<file path="src/rtl/sacl_ram.sv">
// Generic single-port-write, single-port-read RAM with a registered read.
// Stands alone; instantiated for the set memory of the cache.
module sacl_ram #(
  parameter int WIDTH = 8,
  parameter int DEPTH = 64
) (
  input  logic                     clk,
  input  logic                     we,
  input  logic [$clog2(DEPTH)-1:0] waddr,
  input  logic [WIDTH-1:0]         wdata,
  input  logic [$clog2(DEPTH)-1:0] raddr,
  output logic [WIDTH-1:0]         rdata
);

  logic [WIDTH-1:0] mem [DEPTH];

  always_ff @(posedge clk) begin
    if (we) begin
      mem[waddr] <= wdata;
    end
    rdata <= mem[raddr];
  end

endmodule

</file>
<file path="config.mk">
export PLATFORM = sky130hd
export DESIGN_NAME = sacl_ram
export DESIGN_NICKNAME = d
export VERILOG_FILES = /design/src/rtl/sacl_ram.sv
export SDC_FILE = /design/constraint.sdc
export NUM_CORES = 1
export LEC_CHECK = 0
export BUFFER_PORTS_ARGS = -buffer_cell sky130_fd_sc_hd__buf_2
export CAP_MARGIN = 5
export CORE_AREA = 2 2 232 257
export CTS_CLUSTER_DIAMETER = 150
export DETAILED_ROUTE_END_ITERATION = 8
export DIE_AREA = 0 0 234 259
export PLACE_DENSITY = 0.51
export REMOVE_ABC_BUFFERS = 1
export SLEW_MARGIN = 30
export SYNTH_ARGS = -nofsm -noshare
export SYNTH_HDL_FRONTEND = slang
export SYNTH_SLANG_ARGS = --single-unit
</file>
<file path="constraint.sdc">
create_clock -name clk -period 2.05 [get_ports clk]
set_input_delay 0.1025 -clock clk [delete_from_list [all_inputs] [get_ports clk]]
set_output_delay 0.1025 -clock clk [all_outputs]
set_load 0.01 [all_outputs]
</file>
Word level (Yosys, flattened, before mapping)

Memories as Yosys holds them, arrays and structs flattened. A register that Yosys moved wholly into a read port is not among the register bits.
Cells that the tools add are included.

Mux-type cells: 2

Operators by type and width:

| kind             | count |
|---|---|
| 1-bit 2-to-1 mux | 2 |

Register bits: 0
Bits in writable memories: 512
Bits of input ports: 22
Output and inout bits: 8
Word-level logic and storage cells: 3
Memories kept: 1

Memory list:

| memory | words | width | rd ports | clocked after memory_dff | wr ports | RTL line | source |
|---|---|---|---|---|---|---|---|
| mem    | 64    | 8     | 1        | 1                        | 1        | 15       | `logic [WIDTH-1:0] mem [DEPTH];` |

Depth between registers and ports, before layout

Depth in word-level cells: 2
Gate-level depth with buffers: 9
Depth with buffers taken out: 5

Worst setup path after synthesis

OpenSTA, ideal clock, no wires.

Kind: input port to flip-flop
Start point: input raddr[1]
End point: register rdata[3], read port of mem
Library setup time: 0.128 ns
Arrival: 1.642 ns
Data required time: 1.922 ns
Setup slack: 0.280 ns
Cell stages on the path: 7
Path buffers: 3
Cells stage by stage: buf_4 > buf_2 > buf_2 > mux4_2 > mux4_2 > o21ai_1 > o41ai_1

RTL lines:

| element         | RTL line | source |
|---|---|---|
| start, declared | 11       | `input logic [$clog2(DEPTH)-1:0] raddr,` |
| end, declared   | 12       | `output logic [WIDTH-1:0] rdata` |

==> run_results.csv <==
group,metric,value,unit
critical_path,critical_path.startpoint_type,"flop",
route,ant_nets,0,
power,cellPowerDensity,952,mW/mm2
clock_tree,clk_path_buf_depth,3,
logic_synthesis,post_synthesis_cell_type_count,40,
logic_synthesis,synth_enable_flop_cells,512,
floorplan,core_region_area,0.0581,mm2
clock_tree,clkLatencyLatePin,0.59,ns
grt,grt_overflow_total,0,
power,total_leakage_power,7.83,nW
critical_path,path_common_cell,"sky130_fd_sc_hd__mux4_2",
sta,period_share,0.970,
sta,max_clk_rate,503,MHz
logic_synthesis,synth_area,0.0202,mm2
power,pwr-share-clk,0.432,
floorplan,floorplan.die_area,0.0606,mm2
route,detail_route.first_pass.iterations,6,
sta,final-max-slew-violation-count,0,
sta,timing.final.crit_period,1.99,ns
logic_synthesis,synth_top_flop_cell,"sky130_fd_sc_hd__edfxtp_1",
clock_tree,cts_inserted_buffers,52,
grt,grt_pass1_vias,10437,
outcome,run_status,"finished clean",
final_layout,final_net_count,1153,
logic_synthesis,number_of_instances_in_the_synthesized_netlist,940,
place,place.gp.congestion,0.755,
grt,pin_count_of_the_biggest_net_entering_global_routing,65,
floorplan,fp.dieW,234,um
power,switching_component_of_the_power,4.72,mW
final_layout,stdcell_count,1933,
final_layout,fillCellCount,5003,
power,power_frac_comb,0.055,
critical_path,critical_path_peak_fanout,1,
final_layout,flow.area_growth_from_synthesis,19.9,%
route,route.vias.total,9941,
clock_tree,clkTransAtPathRegs,0.06,ns
route,routed-wl-met2,23.7,mm
critical_path,arr_time_crit_path,2.47,ns
power,vdd_ir_drop_max,733,uV
flow_run,drv_cap,0,
floorplan,floorplan.initialDensity,0.347,
logic_synthesis,syn-mean-instance-area,21.5,um2
min_path,hold_path_class,"in2reg",
critical_path,end_kind,"flop",
sta,setup-violations-final,0,
sta,worst_slew_pin_slew,0.764,ns
logic_synthesis,synth-seq-area-share,0.770,
final_layout,layout-drive-gt1-share,0.346,
clock_tree,cts_tree,"yes",
power,netSwitchingFraction,0.205,
critical_path,crit_path_top_delay_cell,"sky130_fd_sc_hd__mux4_2",
clock_tree,htree_num_levels,2,
power,power_frac_seq,0.513,
route,drt_first_iter_violations,865,
clock_tree,setup_bufs_post_cts,0,
critical_path,critical_path.max_stage_delay,0.53,ns
critical_path,critPathRequiredTime,2.53,ns
logic_synthesis,synthArstFlopShare,0,
sta,report.final.hold_viol_count,0,
final_layout,finalCoreUtilization,0.416,
critical_path,crit_path_cell_trace,"mux4_2 > mux4_2 > nor2_1 > nor3_1 > o2bb2ai_1",
place,dp.cells,1834,
place,detailed_place_hpwl,31.0,mm
route,met1_length,20.8,mm
critical_path,worst-setup-path-type,"reg2reg",
clock_tree,clkSinkCount,520,
route,route.detailed.vias_per_inst,5.14,
grt,grt.total_usage,0.165,
floorplan,die_height,259,um
route,highest-signal-layer,"met4",
sta,fin_worst_skew,0.0160,ns
grt,grt_pass1_wl,71.8,mm
route,route.detailed.wl_per_inst,25.2,um
floorplan,placement_rows,93,
clock_tree,cts.root.buffer_cell,"sky130_fd_sc_hd__clkbuf_16",
floorplan,design.portCount,30,
power,p_int,18.3,mW
final_layout,antenna_cells_inserted,0,
grt,antenna_found_initial,0,
route,routed_wl,48.7,mm
logic_synthesis,yosys_warnings,0,
logic_synthesis,synth.ff_latch_count,520,
sta,slew_headroom,0.491,
route,drc_errors,0,
place,buffer_ports.inserted,29,
sta,grt_setup_unrepaired,"no",
route,metal3_wl,2.80,mm
[power by group through the flow]
stage / logic (mW) / registers [mW] / clock network, mW
2_1_floorplan: 0.456 / 12.0 / 0
3_3_place_gp: 1.27 / 12.0 / 0
3_5_place_dp: 1.28 / 12.0 / 0
4_1_cts: 1.29 / 11.8 / 10.2
5_1_grt: 1.36 / 11.8 / 10.6
6_report: 1.27 / 11.8 / 9.95
[through the flow]
stage / power [mW] / TNS, ns / worst slack (ns) / instance area [um2] / hold WS, ns
finish: 23.0 / 0 / 0.0605 / 24200 / 0.0178
global route: 23.7 / 0 / 0.0173 / 24200 / 0.00330
CTS: 23.3 / 0 / 0.0115 / 24200 / 0.00883
detailed placement: 13.3 / -1.94 / -0.385 / 22300 / 0.541
global placement: 13.3 / -1.81 / -0.371 / 22300 / 0.538
floorplan: 12.5 / 0 / 0.366 / 19900 / 0.201
[final timing paths]
| kind | end | from | depth (start not counted) | slack (ns) |
|---|---|---|---|---|
| setup / recovery | rdata[1] | mem[15][1] | 5 | 0.06 |
| hold / removal | mem[59][6] | wdata[6] | 2 | 0.02 |
| setup reg to reg | rdata[1] | mem[15][1] | 5 | 0.06 |
| hold reg to reg | rdata[6] | mem[30][6] | 3 | 0.82 |
[worst max-delay path, delay by kind of cell, from the launching register on]
kind | cells | cell delay (ns)
DFF | 1 | 0.36
muxes | 2 | 1.02
and+or+nand+nor | 2 | 0.36
AOI/OAI and AO/OA | 1 | 0.15
[cells by family (layout without fill, tap and decap cells)]
family / count (synthesis) / after routing / synth area share
flip-flops: 520 / 520 / 0.770
multiplexers: 162 / 162 / 0.159
AND/OR/NAND/NOR: 153 / 153 / 0.0339
AO/OA/AOI/OAI: 54 / 54 / 0.0207
buffers and inverters: 51 / 284 / 0.0157
[area by class of cell]
cell class	count	area, um2	share of cell area
Sequential cell	520	15500	0.643
Multi-Input combinational cell	369	4340	0.180
Timing Repair Buffer	188	1560	0.0646
Clock buffer	62	1360	0.0563
Tap cell	760	951	0.0393
Clock inverter	34	425	0.0176
[what timing repair did]
action / 4_1_cts / 5_1_grt
resized for setup: 3 / 2
setup endpoints to repair: 2 / 3
gates cloned: 0 / 0
pin swaps: 0 / 1
hold endpoints to repair: 11 / 0
hold buffers: 3 / 0
[layout by cell type, fill, tap and decap left out, drive strengths merged, types with 13 or more instances in the layout]
master / instances
mux2: 13
nand3: 13
buf: 184
mux4: 126
clkbuf: 63
nor2b: 14
nor2: 83
clkinv: 20
mux2i: 23
edfxtp: 512
nand2: 19
[layer usage]
| metal | vias to the layer above | GRT usage |
|---|---|---|
| met5 | - | 0 |
| met4 | 0 | 0.0522 |
| met3 | 80 | 0.0279 |
| met2 | 285 | 0.267 |
| met1 | 5263 | 0.229 |
| li1 | 4313 | - |
[state kept, by name (all words and copies together), names as in the netlist]
register and count:
mem 512, rdata 8
[synth_stat cells, types with 3 or more instances]
| cell | instances | share of area |
|---|---|---|
| sky130_fd_sc_hd__nand3_1 | 13 | 0.0032 |
| sky130_fd_sc_hd__edfxtp_1 | 512 | 0.76 |
| sky130_fd_sc_hd__buf_2 | 11 | 0.0027 |
| sky130_fd_sc_hd__a211oi_1 | 4 | 0.0015 |
| sky130_fd_sc_hd__nor2b_1 | 14 | 0.0043 |
| sky130_fd_sc_hd__mux2i_1 | 23 | 0.011 |
| sky130_fd_sc_hd__buf_4 | 13 | 0.0048 |
| sky130_fd_sc_hd__o2bb2ai_1 | 3 | 0.0013 |
| sky130_fd_sc_hd__buf_1 | 4 | 0.00074 |
| sky130_fd_sc_hd__clkbuf_1 | 17 | 0.0032 |
| sky130_fd_sc_hd__buf_6 | 4 | 0.0022 |
| sky130_fd_sc_hd__nand2_1 | 19 | 0.0035 |
| sky130_fd_sc_hd__nor2_1 | 83 | 0.015 |
| sky130_fd_sc_hd__o221ai_1 | 8 | 0.0035 |
| sky130_fd_sc_hd__a21oi_1 | 3 | 0.00074 |
| sky130_fd_sc_hd__a221oi_1 | 6 | 0.0026 |
| sky130_fd_sc_hd__o22ai_1 | 8 | 0.0025 |
| sky130_fd_sc_hd__dfxtp_1 | 8 | 0.0079 |
| sky130_fd_sc_hd__o2111ai_1 | 3 | 0.0013 |
| sky130_fd_sc_hd__a22oi_1 | 3 | 0.0011 |
| sky130_fd_sc_hd__mux4_2 | 126 | 0.14 |
| sky130_fd_sc_hd__mux2_2 | 13 | 0.0073 |
| sky130_fd_sc_hd__nand2b_1 | 7 | 0.0022 |
| sky130_fd_sc_hd__nor3_1 | 7 | 0.0017 |
| sky130_fd_sc_hd__nand3b_1 | 3 | 0.0011 |
No activity file was read; power rests on OpenSTA's default activity.
