`config.mk`:
```
export PLATFORM = sky130hd
export DESIGN_NAME = sacl_lookup
export DESIGN_NICKNAME = d
export VERILOG_FILES = /design/src/rtl/sacl_pkg.sv /design/src/rtl/sacl_lookup.sv
export SDC_FILE = /design/constraint.sdc
export NUM_CORES = 1
export LEC_CHECK = 0
export BUFFER_PORTS_ARGS = -buffer_cell sky130_fd_sc_hd__buf_4
export CORE_AREA = 3 3 240 242
export DETAILED_ROUTE_END_ITERATION = 7
export DIE_AREA = 0 0 243 245
export GPL_TIMING_DRIVEN = 0
export PLACE_DENSITY_LB_ADDON = 0.25
export REMOVE_ABC_BUFFERS = 1
export SLEW_MARGIN = 20
export SYNTH_ARGS = -nofsm -noshare
export SYNTH_HDL_FRONTEND = slang
export SYNTH_SLANG_ARGS = --single-unit
```
`constraint.sdc`:
```
create_clock -name vclk -period 15.8
set_clock_uncertainty 0.1 [all_clocks]
set_input_delay 2.37 -clock vclk [all_inputs]
set_output_delay 2.37 -clock vclk [all_outputs]
set_load 0.05 [all_outputs]
```
`src/rtl/sacl_pkg.sv`:
```
// Shared types and constants of the set-associative LRU cache model.
// Used by the lookup logic and the top level; depends on nothing.
package sacl_pkg;

  localparam int ACTION_W    = 2;
  localparam int ADDR_FIELD_W = 32;
  localparam int CNT_W       = 32;
  localparam int IN_DATA_W   = 40;
  localparam int OUT_DATA_W  = 104;
  localparam int CFG_IDX_W   = 2;
  localparam int CFG_DATA_W  = 8;
  localparam int SET_BITS_W  = 3;
  localparam int BLK_BITS_W  = 5;
  localparam int WAYS_REG_W  = 4;

  typedef enum logic [ACTION_W-1:0] {
    ACT_LOAD   = 2'd0,
    ACT_STORE  = 2'd1,
    ACT_MODIFY = 2'd2
  } action_t;

  typedef enum logic [CFG_IDX_W-1:0] {
    REG_SET_BITS   = 2'd0,
    REG_BLOCK_BITS = 2'd1,
    REG_WAYS       = 2'd2
  } cfg_reg_t;

  typedef enum logic [3:0] {
    S_CLEAR  = 4'b0001,
    S_IDLE   = 4'b0010,
    S_LOOK   = 4'b0100,
    S_REREAD = 4'b1000
  } state_t;

  typedef struct packed {
    logic hit;
    logic evict;
  } lookup_res_t;

endpackage

```
`src/rtl/sacl_lookup.sv`:
```
// Tag compare, victim choice and LRU rank update for one cache set row.
// Depends on sacl_pkg for the lookup result type.
module sacl_lookup
  import sacl_pkg::*;
#(
  parameter int MAX_WAYS = 8,
  parameter int TAG_W    = 32
) (
  input  logic [MAX_WAYS*(1+TAG_W+((MAX_WAYS>1)?$clog2(MAX_WAYS):1))-1:0] row_in,
  input  logic [TAG_W-1:0]                                                 tag,
  input  logic [$clog2(MAX_WAYS+1)-1:0]                                    ways,
  output logic [MAX_WAYS*(1+TAG_W+((MAX_WAYS>1)?$clog2(MAX_WAYS):1))-1:0] row_out,
  output lookup_res_t                                                      res
);

  localparam int RANK_W = (MAX_WAYS > 1) ? $clog2(MAX_WAYS) : 1;
  localparam int WC_W   = $clog2(MAX_WAYS + 1);
  localparam int E_W    = 1 + TAG_W + RANK_W;
  localparam logic [RANK_W-1:0] RANK_MAX = RANK_W'(MAX_WAYS - 1);

  logic              vld [MAX_WAYS];
  logic [TAG_W-1:0]  tg  [MAX_WAYS];
  logic [RANK_W-1:0] rk  [MAX_WAYS];
  logic              in_use [MAX_WAYS];
  logic              nv  [MAX_WAYS];
  logic [TAG_W-1:0]  nt  [MAX_WAYS];
  logic [RANK_W-1:0] nr  [MAX_WAYS];

  logic              hit_any;
  logic              inv_any;
  logic [RANK_W-1:0] hit_w;
  logic [RANK_W-1:0] inv_w;
  logic [RANK_W-1:0] vic_w;
  logic [RANK_W-1:0] best;
  logic [RANK_W-1:0] sel_w;
  logic [RANK_W-1:0] old_rank;
  logic              was_valid;

  always_comb begin
    for (int j = 0; j < MAX_WAYS; j++) begin
      vld[j]    = row_in[j*E_W + TAG_W + RANK_W];
      tg[j]     = row_in[j*E_W + RANK_W +: TAG_W];
      rk[j]     = row_in[j*E_W +: RANK_W];
      in_use[j] = (WC_W'(j) < ways);
    end
  end

  always_comb begin
    hit_any = 1'b0;
    hit_w   = '0;
    inv_any = 1'b0;
    inv_w   = '0;
    for (int j = 0; j < MAX_WAYS; j++) begin
      if (!hit_any && in_use[j] && vld[j] && (tg[j] == tag)) begin
        hit_any = 1'b1;
        hit_w   = RANK_W'(j);
      end
      if (!inv_any && in_use[j] && !vld[j]) begin
        inv_any = 1'b1;
        inv_w   = RANK_W'(j);
      end
    end
  end

  always_comb begin
    best  = rk[0];
    vic_w = '0;
    for (int j = 1; j < MAX_WAYS; j++) begin
      if (in_use[j] && (rk[j] > best)) begin
        best  = rk[j];
        vic_w = RANK_W'(j);
      end
    end
  end

  always_comb begin
    if (hit_any) begin
      sel_w = hit_w;
    end else if (inv_any) begin
      sel_w = inv_w;
    end else begin
      sel_w = vic_w;
    end
    was_valid = hit_any || !inv_any;
    old_rank  = rk[sel_w];
  end

  always_comb begin
    for (int j = 0; j < MAX_WAYS; j++) begin
      nv[j] = vld[j];
      nt[j] = tg[j];
      nr[j] = rk[j];
      if ((RANK_W'(j) != sel_w) && in_use[j] && vld[j] &&
          (!was_valid || (rk[j] < old_rank)) && (rk[j] < RANK_MAX)) begin
        nr[j] = rk[j] + 1'b1;
      end
    end
    nv[sel_w] = 1'b1;
    nt[sel_w] = tag;
    nr[sel_w] = '0;
  end

  always_comb begin
    for (int j = 0; j < MAX_WAYS; j++) begin
      row_out[j*E_W +: E_W] = {nv[j], nt[j], nr[j]};
    end
  end

  assign res.hit   = hit_any;
  assign res.evict = !hit_any && !inv_any;

endmodule
```
**Word level (Yosys, flattened, before mapping)**

Cells that the tools add are included.

- Bits in registers: 0
- Word-level logic and storage cells: 237

- Add/sub/neg operators: 8
- Order comparisons: 33
- Equal/unequal tests: 15
- Muxes and demuxes: 63
- Bitwise gates (word level): 4
- Reduce and logical (&&, ||, !) cells: 114

Operators with widths:

| cell | number |
|---|---|
| bitwise mux 256 bit | 1 |
| == test 32 bit | 8 |
| two-way mux 3 bit | 37 |
| demux 32 bit (select 3 bit) | 1 |
| logical AND 1 bit | 79 |
| two-way mux 32 bit | 1 |
| zero test 1 bit | 25 |
| adder 3 x 1 -> 3 bit (second input constant) | 8 |
| bitwise AND 24 bit | 1 |
| less-than comparator 3 bit | 8 |
| less-than comparator 3 bit (second input constant) | 8 |
| inverter 24 bit | 1 |
| greater-than comparator 3 bit | 7 |
| two-way mux 1 bit | 20 |
| less-than comparator 3 x 4 -> 1 bit (first input constant) | 4 |
| inequality test 3 bit (first input constant) | 4 |
| binary-select mux 3 bit (select 3 bit) | 1 |
| demux 3 bit (select 3 bit) | 1 |
| logical OR 1 bit | 9 |
| less-than comparator 1 x 4 -> 1 bit (first input constant) | 2 |
| less-than comparator 2 x 4 -> 1 bit (first input constant) | 2 |
| bitwise OR 8 bit | 1 |
| inequality test 2 x 3 -> 1 bit (first input constant) | 2 |
| >= comparator 4 bit (second input constant) | 1 |
| 5 further kinds | 5 |

**Logic depth before layout (Yosys ltp)**

- Word-level depth: 50
- Mapped depth: 64

**Least setup slack after synthesis**

Ideal clock, no wire load.

- Path kind: input to output
- Start: in row_in[2] (netlist bit)
- End: out row_out[180] (netlist bit)
- Data arrival time: 13.544 ns
- Slack: -0.214 ns
- Stages on the path: 60
- Buffers on the path: 1
- Path through: inv_1 ha_1 and3b_1 o21a_1 nand2_2 nand2_1 o21ai_0 ha_1 nor2_1 a32o_1 o21a_1 nor2_1 a21oi_1 ha_1 nor3b_1 o2111ai_1 mux2_2 o21ai_1 (+24 left out) ha_1 nor2b_1 o21ai_0 a21oi_1 nor3b_1 o21ai_0 a211oi_1 nor3_1 o21ai_1 buf_2 a211oi_1 a211oi_1 a21oi_1 ha_1 and3_1 a221oi_1 nand3_1 mux2i_1

- Longest elaborated chain between the ends: 33
- Elaborated cells on any way between the ends: 48

RTL lines:

| element | line | RTL |
|---|---|---|
| from (decl) | sacl_lookup.sv:9 | `input logic [MAX_WAYS*(1+TAG_W+((MAX_WAYS>1)?$clog2(MAX_WAYS):1))-1:0] row_in,` |
| greater-than comparator 3 bit | sacl_lookup.sv:69 | `if (in_use[j] && (rk[j] > best)) begin` |
| logical AND 1 bit | sacl_lookup.sv:69 |  |
| two-way mux 3 bit | sacl_lookup.sv:69 |  |
| greater-than comparator 3 bit | sacl_lookup.sv:69 |  |
| logical AND 1 bit | sacl_lookup.sv:69 |  |
| two-way mux 3 bit | sacl_lookup.sv:69 |  |
| greater-than comparator 3 bit | sacl_lookup.sv:69 |  |
| logical AND 1 bit | sacl_lookup.sv:69 |  |
| (+16 left out) | -- |  |
| binary-select mux 3 bit (select 3 bit) | sacl_lookup.sv:85 | `old_rank = rk[sel_w];` |
| two-way mux 3 bit (not written as such) (2 in a row) | sacl_lookup.sv:85 |  |
| less-than comparator 3 bit | sacl_lookup.sv:94 | `(!was_valid \|\| (rk[j] < old_rank)) && (rk[j] < RANK_MAX)) begin` |
| logical OR 1 bit | sacl_lookup.sv:94 |  |
| logical AND 1 bit | sacl_lookup.sv:93 | `if ((RANK_W'(j) != sel_w) && in_use[j] && vld[j] &&` |
| logical AND 1 bit | sacl_lookup.sv:94 |  |
| two-way mux 3 bit | sacl_lookup.sv:93 |  |
| bitwise AND 24 bit (no line) (*) | -- |  |
| to (decl) | sacl_lookup.sv:12 | `output logic [MAX_WAYS*(1+TAG_W+((MAX_WAYS>1)?$clog2(MAX_WAYS):1))-1:0] row_out,` |

Mark *: on every way between the ends. The rest lies on a longest branch, timed or not. The select of a mux whose other input is x is not followed.

**Worst setup path after layout**

- Start: in row_in[2] (netlist bit)
- End: out row_out[252] (netlist bit)

Same word-level chain as after synthesis.

==> impl_metrics.csv <==
group,metric,value,unit
final_layout,multi_input_area,0.009196,mm2
routing,post-route-drc-count,0,
hold_path,hold_path.class,"input pin to primary output",
critical_path,cp.arrival,13.10,ns
timing,period_needed,15.57,ns
synth,yosysSeqAreaShare,0,%
critical_path,startpoint_type,"input pin",
critical_path,slowest_stage,"ha_1",
die,start_util,16.72,%
synth,synth_cell_type_count,88,
place,dp_hpwl,57.41,mm
grt,grt_max_degree,41,
clock_network,holdBufCountCts,0,
final_layout,area_delta_synth_final,68.01,%
die,io_pins,614,
die,num_rows,86,
timing,min_period_over_period,98.56,%
routing,drtPass1Iterations,5,
grt,track_usage,22.03,%
synth,yosys_warnings,0,
critical_path,critPathMostFrequentCell,"ha_1",
timing,fin_hold_ws,5.010,ns
routing,drtIter0Drc,746,
final_layout,final_common_cell,"buf_4",
die,core_region_area,0.05531,mm2
critical_path,worstPathRequired,13.33,ns
routing,num_vias,12337,
final_layout,seq_cell_count,0,
final_layout,drive_gt1_share,56.83,%
critical_path,path_class,"input pin to primary output",
routing,antenna_left,0,
timing,worst_pin_slew,1.073,ns
grt,grt_pass1_wl,94.55,mm
synth,netlist_instances,1229,
critical_path,cp_max_fo,7,
grt,antenna_found_initial,10,
timing,slew_headroom,27.55,%
routing,wl,71.24,mm
power_and_ir_drop,ir_drop,0.00004708,V
die,fp.dieH,245,um
power_and_ir_drop,leakage,6.641,nW
final_layout,final_cell_mix,"buf_4 (670), xnor2_1 (225), mux2_2 (224)",
synth,syn_area,0.009249,mm2
power_and_ir_drop,p_per_area,67.10,mW/mm2
synth,syn_area_per_cell,7.526,um2
final_layout,final_core_utilization,28.09,%
timing,finalMaxSlewViolations,0,
routing,vias_per_cell,4.832,
die,dieArea,0.05954,mm2
routing,drt-wirelength-per-cell,27.90,um
critical_path,slowest_delay,0.33,ns
timing,setup_viol,0,
job,drv_cap,0,
grt,grt.overflow.total,0,
timing,fmax,0.06421,GHz
grt,grt_pass1_vias,11996,
final_layout,fill_cells,6108,
timing,rsz0062_at_grt,"true",
critical_path,cp-end-kind,"primary output",
run_status,run_status,"finished clean",
die,die_width,243,um
timing,finalHoldViolCount,0,
final_layout,seq_area,0,um2
place,numPortBuffers,614,
place,gp_congestion,0.9127,
final_layout,fin_nets,2157,
final_layout,clkbuf_count,0,
[per-stage QoR]
| step | std cells | setup TNS [ns] | setup slack [ns] | cell area [um2] | power [W] |
|---|---|---|---|---|---|
| after floorplan | 1110 | -13.62 | -1.018 | 8700 | 0.0005678 |
| after global placement | 2472 | -876.66 | -4.012 | 14240 | 0.0009204 |
| after detailed placement | 2479 | -444.86 | -2.998 | 14480 | 0.0009355 |
| after CTS | 2515 | 0 | 0.0007852 | 14970 | 0.0009837 |
| after global routing | 2551 | -3.598 | -0.2153 | 15530 | 0.001086 |
| final | 2553 | 0 | 0.2272 | 15540 | 0.001043 |
[per-layer routing]
metal  track usage [%]  wire length (um)  vias up
li1                  -                 -     5550
met1             25.64             26890     5985
met2             39.86             35430      644
met3             4.031              5006      142
met4             8.647              3778       16
met5                 0               121        -
[where the power goes]
group              internal, W        total (W)  switching [W]
Sequential                   0                0              0
Combinational         0.000383          0.00104       0.000660
Clock          0.0000000000194  0.0000000000195              0
Total                 0.000383          0.00104       0.000660
[cells by family (layout without fill, tap and decap cells)]
logic type      count (synthesis)  in the layout  share of synthesized area, %
fa+ha+maj                      30             30                         4.045
other cells                     0              3                             0
simple gates                  396            400                         21.44
mux                           251            251                         30.24
xor+xnor                      256            256                         24.24
buf+inv                       144            712                         6.953
compound gates                152            153                         13.08
[area by class of cell]
type                            instances  area share, %
Antenna cell                            3        0.04831
Inverter                               25         0.6683
Multi-Input combinational cell       1090          59.18
Tap cell                              748          6.023
Timing Repair Buffer                  687          34.08
[timing repair]
item | CTS | global route
cloned | 2 | 3
setup buffers | 34 | 32
resized for setup | 48 | 57
setup endpoints to repair | 288 | 247
pin swaps | 11 | 43
[worst max-delay path, delay by kind of cell]
family	cells	cell delay, ns
simple gates	17	2.32
compound gates	28	4.39
fa+ha+maj	8	2.16
buf+inv	7	0.97
mux	3	0.82
[path summary, 6_finish.rpt]
check             cells past startpoint  startpoint  slack, ns            to
hold / removal                        4   row_in[9]       5.01    row_out[9]
setup / recovery                     63   row_in[2]       0.23  row_out[252]
[cell usage after synthesis, drive strengths merged (9+ instances only)]
master  instances  share of area [%]
nand2b         18                1.2
ha             29                3.9
clkbuf         30                1.2
mux2i          24                2.6
nor4           18                1.4
a21oi          18                1.0
nand4          66                4.5
xor2           31                2.9
inv            25                1.0
o21ai          38                2.1
xnor2         225                 21
nand3          28                1.6
buf            89                4.7
and3            9               0.61
a31oi          13               0.95
nand2         159                6.6
nor2           47                1.9
mux2          227                 28
nor3           19                1.2
(Power assumes the default switching activity.)
